**src/hdl/nxc_pkg.sv**
```systemverilog
package nxc_pkg;

  localparam int MAX_LEN = 1024;
  localparam int POS_W   = 11;
  localparam int CHAR_W  = 8;

  localparam logic [POS_W-1:0]  POS_MAX    = POS_W'(MAX_LEN);
  localparam logic [CHAR_W-1:0] CH_DOLLAR  = 8'h24;
  localparam logic [CHAR_W-1:0] CH_STAR    = 8'h2A;
  localparam logic [1:0]        HEX_DIGITS = 2'd2;

  typedef enum logic [4:0] {
    PH_START = 5'b00001,
    PH_FIRST = 5'b00010,
    PH_BODY  = 5'b00100,
    PH_HEX   = 5'b01000,
    PH_DONE  = 5'b10000
  } phase_t;

  typedef struct packed {
    logic              valid_res;
    logic              has_checksum;
    logic [POS_W-1:0]  separator_pos;
    logic [CHAR_W-1:0] computed_xor;
  } result_t;

  typedef struct packed {
    logic       ok;
    logic [3:0] val;
  } nibble_t;

  // Decodes one ASCII hex digit of either case.
  function automatic nibble_t hex_nibble(input logic [CHAR_W-1:0] c);
    nibble_t n;
    n.ok  = 1'b1;
    n.val = 4'd0;
    if (c inside {[8'h30:8'h39]}) begin
      n.val = c[3:0];
    end else if (c inside {[8'h41:8'h46], [8'h61:8'h66]}) begin
      n.val = c[3:0] + 4'd9;
    end else begin
      n.ok = 1'b0;
    end
    return n;
  endfunction

endpackage

```
**src/hdl/nxc_ifs.sv**
```systemverilog
interface nxc_char_if;
  import nxc_pkg::*;
  logic              valid;
  logic              ready;
  logic [CHAR_W-1:0] char_in;
  logic              last;

  modport source (output valid, output char_in, output last, input ready);
  modport sink   (input valid, input char_in, input last, output ready);
endinterface

interface nxc_res_if;
  import nxc_pkg::*;
  logic              valid;
  logic              ready;
  logic              valid_res;
  logic              has_checksum;
  logic [POS_W-1:0]  separator_pos;
  logic [CHAR_W-1:0] computed_xor;

  modport source (output valid, output valid_res, output has_checksum,
                  output separator_pos, output computed_xor, input ready);
  modport sink   (input valid, input valid_res, input has_checksum,
                  input separator_pos, input computed_xor, output ready);
endinterface

```
**src/hdl/nmea_xor_checksum_check_core.sv**
```systemverilog
// A result word enters the result register when the word carrying the
// last character leaves the input register; the sink takes it from there.
// Throughput: one character word per cycle, set by the single registered
// sentence state update; a last character stalls while a result waits.
// Reset: rst_n is synchronous and active low; it empties both registers
// and returns the sentence state to the start of a sentence.
module nmea_xor_checksum_check_core
  import nxc_pkg::*;
(
  input  logic       clk,
  input  logic       rst_n,
  nxc_char_if.sink   in_chan,
  nxc_res_if.source  out_chan
);

  // Input register. It holds one character word until the sentence state
  // takes it in.
  logic              in_v_r;
  logic [CHAR_W-1:0] in_char_r;
  logic              in_last_r;

  // Result register. It holds one finished result word until the sink
  // takes it.
  logic              out_v_r;
  result_t           res_r;

  result_t           res_comb;
  logic              res_free;
  logic              proc;
  logic              in_ready;

  // A character that ends no sentence never needs the result register, so
  // it moves on even while a finished result waits. Only a last character
  // waits for the result register to free up.
  assign res_free = !out_v_r || out_chan.ready;
  assign proc     = in_v_r && (!in_last_r || res_free);
  assign in_ready = !in_v_r || proc;

  assign in_chan.ready = in_ready;

  always_ff @(posedge clk) begin
    if (!rst_n) begin
      in_v_r <= 1'b0;
    end else if (in_ready) begin
      in_v_r <= in_chan.valid;
    end
  end

  always_ff @(posedge clk) begin
    if (in_ready && in_chan.valid) begin
      in_char_r <= in_chan.char_in;
      in_last_r <= in_chan.last;
    end
  end

  // The sentence state machine works on the registered character and gives
  // the result as it would stand after that character.
  nxc_sentence_fsm u_fsm (
    .clk     (clk),
    .rst_n   (rst_n),
    .step    (proc),
    .char_in (in_char_r),
    .last    (in_last_r),
    .res     (res_comb)
  );

  always_ff @(posedge clk) begin
    if (!rst_n) begin
      out_v_r <= 1'b0;
    end else if (proc && in_last_r) begin
      out_v_r <= 1'b1;
    end else if (out_chan.ready) begin
      out_v_r <= 1'b0;
    end
  end

  always_ff @(posedge clk) begin
    if (proc && in_last_r) begin
      res_r <= res_comb;
    end
  end

  assign out_chan.valid         = out_v_r;
  assign out_chan.valid_res     = res_r.valid_res;
  assign out_chan.has_checksum  = res_r.has_checksum;
  assign out_chan.separator_pos = res_r.separator_pos;
  assign out_chan.computed_xor  = res_r.computed_xor;

  a_empty_ready: assert property (@(posedge clk) disable iff (!rst_n)
    !in_v_r |-> in_ready)
    else $error("input register empty but not ready");

  a_result_loaded: assert property (@(posedge clk) disable iff (!rst_n)
    proc && in_last_r |=> out_v_r)
    else $error("last character did not produce a result word");

  a_no_overwrite: assert property (@(posedge clk) disable iff (!rst_n)
    out_v_r && !out_chan.ready |-> !(proc && in_last_r))
    else $error("pending result word overwritten");

  a_plain_valid: assert property (@(posedge clk) disable iff (!rst_n)
    out_v_r && !res_r.has_checksum |-> res_r.valid_res)
    else $error("sentence without checksum reported invalid");

endmodule

```
**src/hdl/nxc_sentence_fsm.sv**
```systemverilog
module nxc_sentence_fsm
  import nxc_pkg::*;
(
  input  logic              clk,
  input  logic              rst_n,
  input  logic              step,
  input  logic [CHAR_W-1:0] char_in,
  input  logic              last,
  output result_t           res
);

  phase_t            phase_r, phase_nxt;
  logic [CHAR_W-1:0] xor_r, xor_nxt;
  logic [POS_W-1:0]  pos_r, pos_nxt;
  logic [CHAR_W-1:0] hexv_r, hexv_nxt;
  logic [1:0]        seen_r, seen_nxt;
  logic              bad_r, bad_nxt;
  logic [POS_W-1:0]  pos_inc;
  nibble_t           nib;
  logic              has;

  always_comb begin
    phase_nxt = phase_r;
    xor_nxt   = xor_r;
    pos_nxt   = pos_r;
    hexv_nxt  = hexv_r;
    seen_nxt  = seen_r;
    bad_nxt   = bad_r;
    pos_inc   = (pos_r < POS_MAX) ? pos_r + 1'b1 : pos_r;
    nib       = hex_nibble(char_in);
    case (phase_r)
      PH_START: begin
        // The first body character is taken even if it is a star.
        pos_nxt = POS_W'(1);
        if (char_in == CH_DOLLAR) begin
          phase_nxt = PH_FIRST;
        end else begin
          xor_nxt   = char_in;
          phase_nxt = PH_BODY;
        end
      end
      PH_FIRST: begin
        xor_nxt   = char_in;
        pos_nxt   = pos_inc;
        phase_nxt = PH_BODY;
      end
      PH_BODY: begin
        if (char_in == CH_STAR) begin
          phase_nxt = PH_HEX;
          hexv_nxt  = '0;
          seen_nxt  = '0;
          bad_nxt   = 1'b0;
        end else begin
          xor_nxt = xor_r ^ char_in;
          pos_nxt = pos_inc;
        end
      end
      PH_HEX: begin
        if (!nib.ok) begin
          bad_nxt   = 1'b1;
          phase_nxt = PH_DONE;
        end else begin
          hexv_nxt = {hexv_r[3:0], nib.val};
          seen_nxt = seen_r + 1'b1;
          if (seen_r + 1'b1 >= HEX_DIGITS) begin
            phase_nxt = PH_DONE;
          end
        end
      end
      default: begin
      end
    endcase

    has = (phase_nxt == PH_HEX) || (phase_nxt == PH_DONE);
    res.has_checksum  = has;
    res.valid_res     = !has || ((seen_nxt == HEX_DIGITS) && !bad_nxt &&
                                 (hexv_nxt == xor_nxt));
    res.separator_pos = pos_nxt;
    res.computed_xor  = xor_nxt;
  end

  always_ff @(posedge clk) begin
    if (!rst_n || (step && last)) begin
      phase_r <= PH_START;
      xor_r   <= '0;
      pos_r   <= '0;
      hexv_r  <= '0;
      seen_r  <= '0;
      bad_r   <= 1'b0;
    end else if (step) begin
      phase_r <= phase_nxt;
      xor_r   <= xor_nxt;
      pos_r   <= pos_nxt;
      hexv_r  <= hexv_nxt;
      seen_r  <= seen_nxt;
      bad_r   <= bad_nxt;
    end
  end

  a_seen_range: assert property (@(posedge clk) disable iff (!rst_n)
    seen_r <= HEX_DIGITS)
    else $error("hex digit count beyond two");

  a_pos_sat: assert property (@(posedge clk) disable iff (!rst_n)
    pos_r <= POS_MAX)
    else $error("position counter passed its limit");

  a_restart: assert property (@(posedge clk) disable iff (!rst_n)
    step && last |=> phase_r == PH_START && xor_r == '0 && pos_r == '0)
    else $error("state not cleared after the last character");

endmodule
```
**src/flat_wrapper.sv**
```systemverilog
// flat-port wrapper written by rule: the top's interface ports become plain ports
module nmea_xor_checksum_check_core_flat import nxc_pkg::*;
  (clk, rst_n, in_chan_valid, in_chan_char_in, in_chan_last, in_chan_ready, out_chan_valid, out_chan_valid_res, out_chan_has_checksum, out_chan_separator_pos, out_chan_computed_xor, out_chan_ready);
  nxc_char_if in_chan_i ();
  nxc_res_if out_chan_i ();
  input  logic clk;
  input  logic rst_n;
  input wire logic [$bits(in_chan_i.valid)-1:0] in_chan_valid;
  input wire logic [$bits(in_chan_i.char_in)-1:0] in_chan_char_in;
  input wire logic [$bits(in_chan_i.last)-1:0] in_chan_last;
  output wire logic [$bits(in_chan_i.ready)-1:0] in_chan_ready;
  output wire logic [$bits(out_chan_i.valid)-1:0] out_chan_valid;
  output wire logic [$bits(out_chan_i.valid_res)-1:0] out_chan_valid_res;
  output wire logic [$bits(out_chan_i.has_checksum)-1:0] out_chan_has_checksum;
  output wire logic [$bits(out_chan_i.separator_pos)-1:0] out_chan_separator_pos;
  output wire logic [$bits(out_chan_i.computed_xor)-1:0] out_chan_computed_xor;
  input wire logic [$bits(out_chan_i.ready)-1:0] out_chan_ready;
  assign in_chan_i.valid = in_chan_valid;
  assign in_chan_i.char_in = in_chan_char_in;
  assign in_chan_i.last = in_chan_last;
  assign in_chan_ready = in_chan_i.ready;
  assign out_chan_valid = out_chan_i.valid;
  assign out_chan_valid_res = out_chan_i.valid_res;
  assign out_chan_has_checksum = out_chan_i.has_checksum;
  assign out_chan_separator_pos = out_chan_i.separator_pos;
  assign out_chan_computed_xor = out_chan_i.computed_xor;
  assign out_chan_i.ready = out_chan_ready;
  nmea_xor_checksum_check_core u_core (.clk(clk), .rst_n(rst_n), .in_chan(in_chan_i), .out_chan(out_chan_i));
endmodule
```
**config.mk**
```make
export PLATFORM = sky130hd
export DESIGN_NAME = nmea_xor_checksum_check_core_flat
export DESIGN_NICKNAME = d
export VERILOG_FILES = /design/src/hdl/nxc_pkg.sv /design/src/hdl/nxc_ifs.sv /design/src/hdl/nmea_xor_checksum_check_core.sv /design/src/hdl/nxc_sentence_fsm.sv /design/src/flat_wrapper.sv
export SDC_FILE = /design/constraint.sdc
export NUM_CORES = 1
export LEC_CHECK = 0
export ABC_AREA = 1
export BUFFER_PORTS_ARGS = -buffer_cell sky130_fd_sc_hd__buf_4
export CELL_PAD_IN_SITES_DETAIL_PLACEMENT = 1
export CELL_PAD_IN_SITES_GLOBAL_PLACEMENT = 2
export CORE_MARGIN = 8
export CORE_UTILIZATION = 34
export DETAILED_ROUTE_END_ITERATION = 8
export HOLD_SLACK_MARGIN = 0.1
export PLACE_DENSITY = 0.84
export SLEW_MARGIN = 30
export SYNTH_ARGS = -nofsm -noshare
export SYNTH_HDL_FRONTEND = slang
export SYNTH_SLANG_ARGS = --single-unit
```
**constraint.sdc**
```tcl
create_clock -name clk -period 2.5 [get_ports clk]
set_clock_uncertainty 0.1 [all_clocks]
set_input_delay 0.125 -clock clk [delete_from_list [all_inputs] [get_ports clk]]
set_output_delay 0.125 -clock clk [all_outputs]
set_load 0.03 [all_outputs]
```
==> Word level (Yosys, flattened, before mapping) <==
Cells that the tools add are included.
{ "op_classes": {"magnitude_cmp": 8, "mux": 26, "n_reduce_logical": 22, "n_eq_ne": 10, "add_sub_neg": 3, "bitwise": 1} }
{ "op_table": {"columns": ["op", "count"], "rows": [
  ["case mux 11 bit (3 select lines)", 1],
  ["2-to-1 mux 8 bit", 4],
  ["case mux 8 bit (3 select lines)", 1],
  ["2-to-1 mux 11 bit", 2],
  ["case mux 5 bit (4 select lines)", 1],
  ["== test 8 x 6 -> 1 bit (second input constant)", 2],
  ["greater-or-equal comparator 8 x 7 -> 1 bit (second input constant)", 2],
  ["less-or-equal comparator 8 x 7 -> 1 bit (second input constant)", 2],
  ["case mux 8 bit (2 select lines)", 1],
  ["2-to-1 mux 5 bit", 3],
  ["adder 11 x 1 -> 11 bit (second input constant)", 1],
  ["less-than comparator 11 bit (second input constant)", 1],
  ["== test 5 x 4 -> 1 bit (second input constant)", 2],
  ["== test 8 bit", 1],
  ["greater-or-equal comparator 8 x 6 -> 1 bit (second input constant)", 1],
  ["less-or-equal comparator 8 x 6 -> 1 bit (second input constant)", 1],
  ["logical AND 1 bit", 8],
  ["2-to-1 mux 4 bit", 2],
  ["XOR 8 bit", 1],
  ["logical NOT 1 bit", 6],
  ["logical OR 1 bit", 6],
  ["2-to-1 mux 1 bit", 6],
  ["== test 5 x 1 -> 1 bit (second input constant)", 1],
  ["== test 5 x 2 -> 1 bit (second input constant)", 1],
  ["other kinds (11)", 13]
]} }
{ "totals": {"register_bits": 67, "input_bits": 13, "output_inout_bits": 23} }

==> Longest topological paths before layout <==
Gate-level depths: netlist of the first run.
{ "depth": {"depth_word": 11, "mapped_depth": 18, "ltp_nobuf": 18} }

==> Modules after synthesis <==
A second synthesis of the first run with hierarchy kept.
{ "unflattened": {"hier_cells": 555, "hier_area_um2": 4008.8} }
{ "by_module_without_submodules": {"columns": ["mod", "seq_area_each_um2", "instances", "cells_per_inst", "area_per_inst_um2"], "rows": [
  ["nxc_sentence_fsm", 700.7, 1, 506, 2986.6],
  ["nmea_xor_checksum_check_core", 940.9, 1, 49, 1022.2]
]} }

==> Worst setup path after synthesis of the first run <==
OpenSTA, ideal clock, no wires.
{ "synth_timing": {"kind": "register to register", "from": "register u_core.in_char_r[0]", "to": "register u_core.res_r, in the netlist u_core.out_chan.valid_res (data pin)", "t_required_ns": 2.146, "stages_incl_launch_ff": 15, "synth_period_minus_slack_ns": 2.102, "setup_slack_ns": 0.398, "arrival_ns": 1.748, "n_path_buf": 1, "setup_time_ns": 0.254, "cell_sequence": "edfxtp_1 -> inv_1 -> ha_1 -> nand2_1 -> nand3_2 -> nand2_2 -> buf_6 -> nand3_2 -> inv_1 -> o21ai_0 -> nand2_1 -> xnor2_1 -> nor2_1 -> nand2_1 -> nand2_1"} }
{ "synth_rtl": {"columns": ["element", "line", "source"], "rows": [
  ["start: declaration", "nmea_xor_checksum_check_core.sv:19", "logic [CHAR_W-1:0] in_char_r;"],
  ["start signal: assignment", "nmea_xor_checksum_check_core.sv:51", "in_char_r <= in_chan.char_in;"],
  ["end signal: assignment", "nmea_xor_checksum_check_core.sv:79", "res_r <= res_comb;"],
  ["end: declaration", "nmea_xor_checksum_check_core.sv:25", "result_t res_r;"]
]} }

==> impl_results.md, run 1 <==
* Worst slew pin tran at 0.506 ns
* Tcrit/Tclk final at 96.4%
* Crit-path cells: inv_2, ha_1, nand3b_1, nand3_4, nand2_4, nand2_2, o21ai_2, o21ai_1, xor2_1, nor2_2, nand2_1
* Die Height at 126 um
* I/O pin count at 36
* Post-synthesis cell type count at 38
* Power share of the clock group at 44.0%
* Post-DP HPWL at 9770 um
* Design Area, Final at 0.00520 mm^2
* Clock root buffer: clkbuf_16
* Crit. End Element: flip-flop
* Antenna violations before repair at 0
* Vias in the first global route at 4197
* Post-synth EDFFs at 30
* Area delta synth->final at 27.3%
* P_sw at 957 uW
* Max VDD drop at 437 uV
* Sw Ratio at 28.2%
* Synthesized net count at 590
* Register area share after synthesis at 40.2%
* Pins Over Slew Limit at 0
* DR vias/cell at 5.04
* Post-Synth Adder-Cell Area at 1.53%
* Worst Hold Class: input port to flip-flop
* IO Port Bufs at 35
* Crit path launch type: flip-flop
* Worst setup margin at 0.0907 ns
* Setup WS pre-CTS at 0.0498 ns
* Core area at 0.0119 mm^2
* Diodes inserted at 0
* Max Freq at 415 MHz
* Tmin final at 2.41 ns
* Top Metal Used: met4
* Int Power at 2.44 mW
* Final-stage net count at 667
* Mean Syn Cell Area at 7.15 um^2
* CTS tree: built
* Mux share of post-synthesis cell area at 0%
* Final ANT Viol Nets at 0
* Commonest cells in the netlist: 139 x nand2_1, 87 x inv_1, 54 x nor2_1
* Post-synth top area cell: edfxtp_1
* Clock-pin slew on the worst setup and hold paths at 0.06 ns
* Comb power frac at 18.9%
* Status: complete, no violations
* Share of cells above drive strength 1 at 20.5%
* Crit-path max cell delay at 0.46 ns
* Largest net degree at the start of global routing at 45
* Syn. warnings at 0
* Clock buffer depth at 2
* Max FO, Critical Path at 9
* Post-synth design cell area at 0.00409 mm^2
* Complex-gate fraction of the synthesized area at 14.4%
* TritonRoute pass-1 iters at 4
* GRT overflow at 0
* Max Cap Violations at 0
* DR WL met2 at 6390 um
* WP buf/inv at 1
* Routed wl met3 at 526 um
* Total CTS buffers at 9
* Clock sinks at 67
* Site Rows at 40
* Ys async rst share at 0%
* GRT Overall Usage at 17.6%
* Main combinational cell family by area after synthesis: simple AND/OR/NAND/NOR gates
* Tot Pwr at 3.40 mW
* Placed instance area at 0.00465 mm^2
* Top cells by area, synth: edfxtp_1 22%, dfxtp_1 18%, nand2_1 13%
* Detailed-route via count at 4041
* WL met1 at 6130 um
* Die Width at 126 um
* Clock Latency Late Sink at 0.34 ns
* Fin Setup TNS at 0 ns
* Synth Instances at 572
* Critical path arrival at 2.41 ns
* Global-route wire length before repair at 21900 um
* Post-route insts no fill at 801
* Die area at 0.0158 mm^2
* Synth top area share at 22.0%
* Final wirelength at 13400 um
* Leakage at 2.49 nW
* Filler cells at 1447
* Crit path max-delay family: simple AND/OR/NAND/NOR gates
* Count leader, synth: nand2_1
* Wire per inst at 16.7 um
* Simple-Gate Fraction of Synth Area at 31.4%
* Relative slew margins at 66.2%
* Crit-path slowest cell: edfxtp_1
* Final setup viols at 0
* Fin. Hold Viols at 0
* Most used DFF post-synth: dfxtp_1
* Crit path required time at 2.50 ns
* Initial cell density of the core at 34.5%
* Power per standard cell area at 653 mW/mm^2
* DRC Markers at 0
* Crit path kind: flip-flop to flip-flop
* H-Tree Depth at 3
* Xor/xnor share of the synthesized area at 1.71%
* Placer Congestion at 0.820
* Placed cells at 767
* Initial drt markers at 229
* Post-synthesis register bit count at 67
* Sequential share of power at 37.1%
## layout make-up
cell class / count / area, um^2 / area share [%]
Timing Repair Buffer: 80 / 633 / 12.2
Tap cell: 147 / 184 / 3.54
Multi-Input combinational cell: 397 / 2050 / 39.3
Inverter: 94 / 353 / 6.78
Clock buffer: 12 / 246 / 4.74
Clock inverter: 4 / 97.6 / 1.88
Sequential cell: 67 / 1640 / 31.6
## worst register-to-register path, delay by kind of cell (launching register included)
family / cells / cell delay, ns
compound gates: 2 / 0.33
xor+xnor: 1 / 0.17
fa+ha+maj: 1 / 0.17
buf+inv: 1 / 0.11
flops: 1 / 0.46
simple gates: 6 / 0.85
## repair_timing
action	CTS	global route
hold buffers	13	0
setup endpoints to repair	0	3
endpoints found under the hold margin	11	0
buffers inserted	0	5
resized for setup	0	13
## power by group through the flow
stage / clock, mW / combinational [mW] / sequential [mW]
finish: 1.50 / 0.641 / 1.26
global route: 1.57 / 0.713 / 1.27
CTS: 1.54 / 0.621 / 1.26
detailed placement: 0 / 0.601 / 1.28
global placement: 0 / 0.593 / 1.28
floorplan: 0 / 0.370 / 1.29
## final timing paths
check,start,to,slack [ns],depth (start not counted)
setup / recovery,u_core.in_char_r[1],u_core.out_chan.valid_res,0.09,11
hold / removal,in_chan_char_in[0],u_core.in_char_r[0],0.39,2
setup reg to reg,u_core.in_char_r[1],u_core.out_chan.valid_res,0.09,11
hold reg to reg,u_core.u_fsm.pos_r[7],u_core.u_fsm.pos_r[7],0.47,2
## per-stage QoR
stage | utilization, % | hold slack [ns]
2_1_floorplan | - | 0.124
3_3_place_gp | 39.2 | 0.203
3_5_place_dp | 39.2 | 0.204
4_1_cts | 43.2 | 0.375
5_1_grt | 43.9 | 0.398
6_report | 43.9 | 0.394
## kinds of logic after synthesis
| group | after synthesis |
|---|---|
| AO/OA/AOI/OAI | 105 |
| AND/OR/NAND/NOR | 279 |
| buffers and inverters | 108 |
| adder cells (fa/ha/maj) | 5 |
| flip-flops | 67 |
| XOR/XNOR | 8 |
## cells in the final DEF, fill, tap and decap left out, types with 3 or more instances in the layout
cell and n:
inv_1 84, nand3_2 5, nor2_4 6, o21ai_1 4, xor2_1 4, bufinv_16 3
edfxtp_1 30, dfxtp_1 37, o211ai_1 3, o21ai_0 49, inv_2 10, buf_4 67
a21oi_1 33, nand4_1 5, xnor2_1 4, nor2_2 6, dlygate4sd3_1 13, ha_1 4
nor3_1 3, nand2_1 139, nand2_4 8, nor2_1 52, nand2_2 6, clkbuf_16 9
nand3_1 44
## metal layers
layer / track usage (%) / vias up
met5: 0 / -
li1: - / 2002
met2: 29.4 / 63
met1: 21.5 / 1955
met4: 6.45 / 0
met3: 4.43 / 21
## flip-flops by register name (all words and copies together), names as in the netlist, 2 cells and up
register	count
u_core.in_char_r	8
u_core.out_chan.computed_xor	8
u_core.out_chan.separator_pos	11
u_core.u_fsm.hexv_r	8
u_core.u_fsm.phase_r	5
u_core.u_fsm.pos_r	11
u_core.u_fsm.seen_r	2
u_core.u_fsm.xor_r	8
Power figures use the tool's default switching activity.
==> run 2: changes to the inputs <==
--- a/config.mk
+++ b/config.mk
@@ -9,11 +9,12 @@
 export BUFFER_PORTS_ARGS = -buffer_cell sky130_fd_sc_hd__buf_4
 export CELL_PAD_IN_SITES_DETAIL_PLACEMENT = 1
 export CELL_PAD_IN_SITES_GLOBAL_PLACEMENT = 2
-export CORE_MARGIN = 8
+export CORE_MARGIN = 5
 export CORE_UTILIZATION = 34
 export DETAILED_ROUTE_END_ITERATION = 8
 export HOLD_SLACK_MARGIN = 0.1
 export PLACE_DENSITY = 0.84
+export SETUP_SLACK_MARGIN = 0.3
 export SLEW_MARGIN = 30
 export SYNTH_ARGS = -nofsm -noshare
 export SYNTH_HDL_FRONTEND = slang
==> run 2 against run 1 <==
  * Cell count is 2.1% higher
  * Highest routed layer unchanged
  * Global-route usage increased by 1.6 points
  * Sequential cell count is the same
==> impl_results.md, run 2 (synthesis results as in run 1) <==
* Initial drt markers at 202 (-12%)
* Crit path kind: flip-flop to flip-flop
* Worst r2r dst: u_core.out_chan.valid_res
* Tcrit/Tclk final at 92.9% (-3.5 points)
* Final ANT Viol Nets at 0 (unchanged)
* Fin. Hold Viols at 0 (unchanged)
* Post-route insts no fill at 818 (+2.1%)
* Largest net degree at the start of global routing at 45 (unchanged)
* Final-stage net count at 684 (+2.5%)
* Most common cell after layout, fill and taps aside: nand2_1
* CTS tree: built
* Initial cell density of the core at 34.3% (-0.14 points)
* Setup WS pre-CTS at 0.0277 ns (-0.0221 ns)
* H-Tree Depth at 3 (unchanged)
* Placed cells at 767 (unchanged)
* Clock Latency Late Sink at 0.34 ns (about the same)
* Comb power frac at 21.5% (+2.6 points)
* Max FO, Critical Path at 8 (-1)
* Clock root buffer: clkbuf_16
* Crit path launch type: flip-flop
* Crit path required time at 2.49 ns (about the same)
* Worst setup margin at 0.178 ns (+0.0877 ns)
* Global-route wire length before repair at 21600 um (-1.4%)
* Wire per inst at 16.8 um (+0.96%)
* P_sw at 959 uW (+0.22%)
* I/O pin count at 36 (unchanged)
* Antenna violations before repair at 0 (unchanged)
* Placer Congestion at 0.845 (+3.1%)
* Core area at 0.0119 mm^2 (+0.42%)
* Clock buffer depth at 2 (unchanged)
* TritonRoute pass-1 iters at 4 (unchanged)
* Worst Hold Class: input port to flip-flop
* Post-DP HPWL at 9910 um (+1.4%)
* Hold_sp: out_chan_ready
* Pins Over Slew Limit at 0 (unchanged)
* Relative slew margins at 63.2% (-3.0 points)
* Max Cap Violations at 0 (unchanged)
* Final setup viols at 0 (unchanged)
* Power share of the clock group at 39.7% (-4.3 points)
* Site Rows at 40 (unchanged)
* Area delta synth->final at 34.0%
* Tot Pwr at 3.25 mW (-4.3%)
* Total CTS buffers at 9 (unchanged)
* Diodes inserted at 0 (unchanged)
* Tmin final at 2.32 ns (-0.0877 ns)
* Worst slew pin tran at 0.551 ns (+0.0442 ns)
* Int Power at 2.29 mW (-6.1%)
* Critical path arrival at 2.32 ns (-0.09 ns)
* Most frequent cells in the layout: 124 x nand2_1, 83 x inv_1, 82 x buf_4, 50 x nor2_1, 45 x o21ai_0
* Clock sinks at 67 (unchanged)
* Crit. End Element: flip-flop
* Placed instance area at 0.00466 mm^2 (+0.27%)
* DRC Markers at 0 (unchanged)
* DR vias/cell at 5.06 (+0.34%)
* Detailed-route via count at 4141 (+2.5%)
* Sw Ratio at 29.5% (+1.3 points)
* Share of cells above drive strength 1 at 27.1% (+6.6 points)
* WHS Endpoint: u_core.u_fsm.xor_r[7]
* Die Width at 120 um (-4.8%)
* GRT Overall Usage at 19.2% (+1.6 points)
* Design Area, Final at 0.00548 mm^2 (+5.3%)
* Max Freq at 431 MHz (+3.8%)
* GRT overflow at 0 (unchanged)
* Vias in the first global route at 4246 (+1.2%)
* R2r startpoint: u_core.in_char_r[0]
* Hold Crit Depth at 10 (+8)
* Status: complete, no violations
* Final Util at 46.0% (+2.1 points)
* Clock-pin slew on the worst setup and hold paths at 0.05 ns (about the same)
* Fin Setup TNS at 0 ns (unchanged)
* Max VDD drop at 291 uV (-33%)
* IO Port Bufs at 35 (unchanged)
* Worst-case reg-to-reg path depth at 11 (unchanged)
* Leakage at 2.59 nW (+3.9%)
* Power per standard cell area at 593 mW/mm^2 (-9.1%)
* Die area at 0.0143 mm^2 (-9.3%)
* Hold slack final at 0.388 ns (-0.00589 ns)
* RSZ-0062 raised after global routing: yes
* FF-to-FF setup slack at 0.18 ns (+0.09 ns)
* Final wirelength at 13800 um (+3.1%)
* Die Height at 120 um (-4.8%)
* Sequential share of power at 38.8% (+1.7 points)
run 2: changes by cell type in the layout (fill, tap and decap cells not counted), sizes merged:
| cell | change |
|---|---|
| buf | +17 |
| clkinv | +1 |
| clkbuf | +2 |
| clkinvlp | -1 |
| bufinv | -2 |
run 2: area by class of cell:
class,count,area [um^2]
fillers,1493,6430
clock inverters,2,35.0
inverters,94,355
multi-input cells,397,2220
flip-flops and latches,67,1650
repair buffers,97,777
well taps,147,184
clock buffers,14,264
run 2: worst max-delay path by stage:
stage | startpoint | to | cells after the start
global route | u_core.in_char_r[7] | u_core.out_chan.valid_res | 14
detailed placement | u_core.in_char_r[0] | u_core.out_chan.valid_res | 12
finish | u_core.in_char_r[0] | u_core.out_chan.valid_res | 11
floorplan | u_core.in_char_r[0] | u_core.out_chan.valid_res | 14
global placement | u_core.in_char_r[0] | u_core.out_chan.valid_res | 12
CTS | u_core.in_char_r[0] | u_core.out_chan.valid_res | 16
run 2: power groups by stage:
| stage | logic, mW | registers (mW) | clock network (mW) |
|---|---|---|---|
| 2_1_floorplan | 0.370 | 1.29 | 0 |
| 3_3_place_gp | 0.595 | 1.28 | 0 |
| 3_5_place_dp | 0.606 | 1.28 | 0 |
| 4_1_cts | 0.637 | 1.26 | 1.32 |
| 5_1_grt | 0.769 | 1.27 | 1.36 |
| 6_report | 0.698 | 1.26 | 1.29 |
run 2: critical path, cell delays in order (launching register included):
cell and delay, ns:
edfxtp_1 0.47, buf_4 0.18, buf_4 0.15, nand3_4 0.10, nand3_4 0.14, nand2_4 0.17
nand2_4 0.08, o21ai_4 0.19, o21ai_2 0.09, xor2_1 0.17, nor2_2 0.17, nand2_1 0.07
run 2: metal layers:
layer  wire, um  global-route usage, %  up-vias  share of wire (%)
met4        323                   8.30        0                2.3
li1           -                      -     2042                  -
met5          0                      0        -                  0
met2       7070                   34.2       63                 51
met1       6060                   22.4     2015                 44
met3        325                   3.63       21                2.4
run 2: repair_timing:
item	4_1_cts	5_1_grt
hold buffers	13	0
hold endpoints to repair	11	0
pin swaps	3	21
gates resized for setup	11	50
setup buffers	4	18
endpoints found under the setup margin	9	17
==> run 3: changes to the inputs <==
==> constraint.sdc (replaced) <==
create_clock -name clk -period 2.55 [get_ports clk]
set_clock_uncertainty 0.1 [all_clocks]
set_input_delay 0.1275 -clock clk [delete_from_list [all_inputs] [get_ports clk]]
set_output_delay 0.1275 -clock clk [all_outputs]
set_load 0.03 [all_outputs]
==> run 3 against run 2 <==
  * Non-clock buffer count decreased by 8
  * Largest power group unchanged
  * Clock-buffer cell count did not move
  * Sequential share of layout area is 0.37 points higher
  * Fmax fell by 0.18%
  * Cell count fell by 0.98%
  * Wire length rose by 1.5%
==> impl_results.md, run 3 (synthesis results as in run 1) <==
* Status: complete, no violations
* Clock sinks at 67 (unchanged)
* WHS Endpoint: u_core.u_fsm.xor_r[7]
* Hold_sp: out_chan_ready
* Final wirelength at 14000 um (+1.5%)
* TritonRoute pass-1 iters at 4 (unchanged)
* Share of cells above drive strength 1 at 25.3% (-1.8 points)
* Fin Setup TNS at 0 ns (unchanged)
* Worst setup margin at 0.224 ns (+0.0457 ns)
* Final-stage net count at 676 (-1.2%)
* Hold Crit Depth at 10 (unchanged)
* Final ANT Viol Nets at 0 (unchanged)
* Core area at 0.0119 mm^2 (unchanged)
* Die Width at 120 um (unchanged)
* Sw Ratio at 29.6% (+0.11 points)
* Int Power at 2.24 mW (-2.2%)
* IO Port Bufs at 35 (unchanged)
* Tcrit/Tclk final at 91.2% (-1.7 points)
* Clock-pin slew on the worst setup and hold paths at 0.05 ns (about the same)
* Placed instance area at 0.00461 mm^2 (-1.1%)
* Setup WS pre-CTS at -0.0183 ns (-0.0461 ns)
* Sequential share of power at 38.9% (about the same)
* Crit path required time at 2.54 ns (+0.05 ns)
* Vias in the first global route at 4477 (+5.4%)
* I/O pin count at 36 (unchanged)
* Clock root buffer: clkbuf_16
* Wire per inst at 17.3 um (+2.5%)
* Comb power frac at 21.4% (about the same)
* Area delta synth->final at 32.3%
* Critical path arrival at 2.32 ns (about the same)
* Placer Congestion at 0.856 (+1.3%)
* Die Height at 120 um (unchanged)
* Design Area, Final at 0.00541 mm^2 (-1.3%)
* Global-route wire length before repair at 23000 um (+6.5%)
* Diodes inserted at 0 (unchanged)
* Initial cell density of the core at 34.3% (unchanged)
* Fin. Hold Viols at 0 (unchanged)
* DR vias/cell at 5.11 (+0.96%)
* RSZ-0062 raised after global routing: yes
* DRC Markers at 0 (unchanged)
* Power per standard cell area at 589 mW/mm^2 (-0.80%)
* Post-DP HPWL at 10100 um (+1.5%)
* Worst r2r dst: u_core.out_chan.valid_res
* Worst-case reg-to-reg path depth at 12 (+1)
* Leakage at 2.54 nW (-1.6%)
* Relative slew margins at 64.4% (+1.2 points)
* Worst slew pin tran at 0.533 ns (-0.0175 ns)
* Largest net degree at the start of global routing at 45 (unchanged)
* Power share of the clock group at 39.6% (about the same)
* Site Rows at 40 (unchanged)
* P_sw at 943 uW (-1.7%)
* Worst Hold Class: input port to flip-flop
* Tmin final at 2.33 ns (+0.00427 ns)
* Detailed-route via count at 4140 (-0.024%)
* Total CTS buffers at 9 (unchanged)
* FF-to-FF setup slack at 0.22 ns (+0.05 ns)
* Critical path startpoint: u_core.in_char_r[0]
* Post-route insts no fill at 810 (-0.98%)
* Die area at 0.0143 mm^2 (unchanged)
* Tot Pwr at 3.18 mW (-2.1%)
* Initial drt markers at 149 (-26%)
* Final setup viols at 0 (unchanged)
* Most frequent cells in the layout: 128 x nand2_1, 83 x inv_1, 75 x buf_4, 49 x nor2_1, 48 x o21ai_0
* Crit. End Element: flip-flop
* GRT Overall Usage at 20.4% (+1.2 points)
* GRT overflow at 0 (unchanged)
* Max VDD drop at 288 uV (-1.1%)
* Placed cells at 762 (-0.65%)
* Max Freq at 430 MHz (-0.18%)
* Clock buffer depth at 2 (unchanged)
* Pins Over Slew Limit at 0 (unchanged)
* Clock Latency Late Sink at 0.34 ns (about the same)
* Crit path launch type: flip-flop
* Crit path kind: flip-flop to flip-flop
* CTS tree: built
* Max FO, Critical Path at 6 (-2)
* Max Cap Violations at 0 (unchanged)
* R2r startpoint: u_core.in_char_r[0]
* Antenna violations before repair at 0 (unchanged)
* Most common cell after layout, fill and taps aside: nand2_1
* H-Tree Depth at 3 (unchanged)
* Hold slack final at 0.393 ns (+0.00499 ns)
* Final Util at 45.4% (-0.60 points)
==> run 3: critical path, stage by stage, from the launching register on <==
cell and delay, ns:
edfxtp_1 0.46, inv_2 0.16, ha_4 0.18, nand2_1 0.07, nand3_2 0.10, nand2_4 0.10
nand2_4 0.11, nand2_2 0.09, o21ai_4 0.18, o21ai_2 0.09, xor2_1 0.18, nor2_2 0.17
nand2_1 0.08
==> run 3: cell type report <==
class                           instances  area [um^2]
Tap cell                              147          184
Fill cell                            1500         6500
Clock inverter                          2         33.8
Multi-Input combinational cell        397         2220
Sequential cell                        67         1640
Timing Repair Buffer                   89          704
Inverter                               94          353
Clock buffer                           14          264
==> run 3: metal layers <==
layer  GRT usage [%]  vias up  part of all wire [%]
met4            8.73        0                   2.4
met3            5.23       18                   3.7
met1            23.3     2029                    43
met5               0        -                     0
li1                -     2025                     -
met2            36.1       68                    51
==> run 3: worst max-delay path by stage <==
stage	cells past startpoint	end	slack, ns
floorplan	14	u_core.out_chan.valid_res	0.45
finish	12	u_core.out_chan.valid_res	0.22
global route	16	u_core.out_chan.valid_res	0.06
CTS	13	u_core.out_chan.separator_pos[8]	0.30
global placement	12	u_core.out_chan.valid_res	0.11
detailed placement	12	u_core.out_chan.valid_res	-0.02
==> run 3: repair_timing <==
action | 4_1_cts | 5_1_grt
buffers inserted | 13 | 6
hold endpoints to repair | 11 | 0
gates resized for setup | 29 | 26
setup endpoints to repair | 5 | 18
cloned | 0 | 0
hold buffers | 13 | 0
pin swaps | 11 | 15
==> run 3: power by group through the flow <==
stage / sequential (mW) / clock (mW) / combinational [mW]
floorplan: 1.27 / 0 / 0.362
global placement: 1.26 / 0 / 0.574
detailed placement: 1.26 / 0 / 0.588
CTS: 1.24 / 1.30 / 0.652
global route: 1.25 / 1.35 / 0.760
finish: 1.24 / 1.26 / 0.683
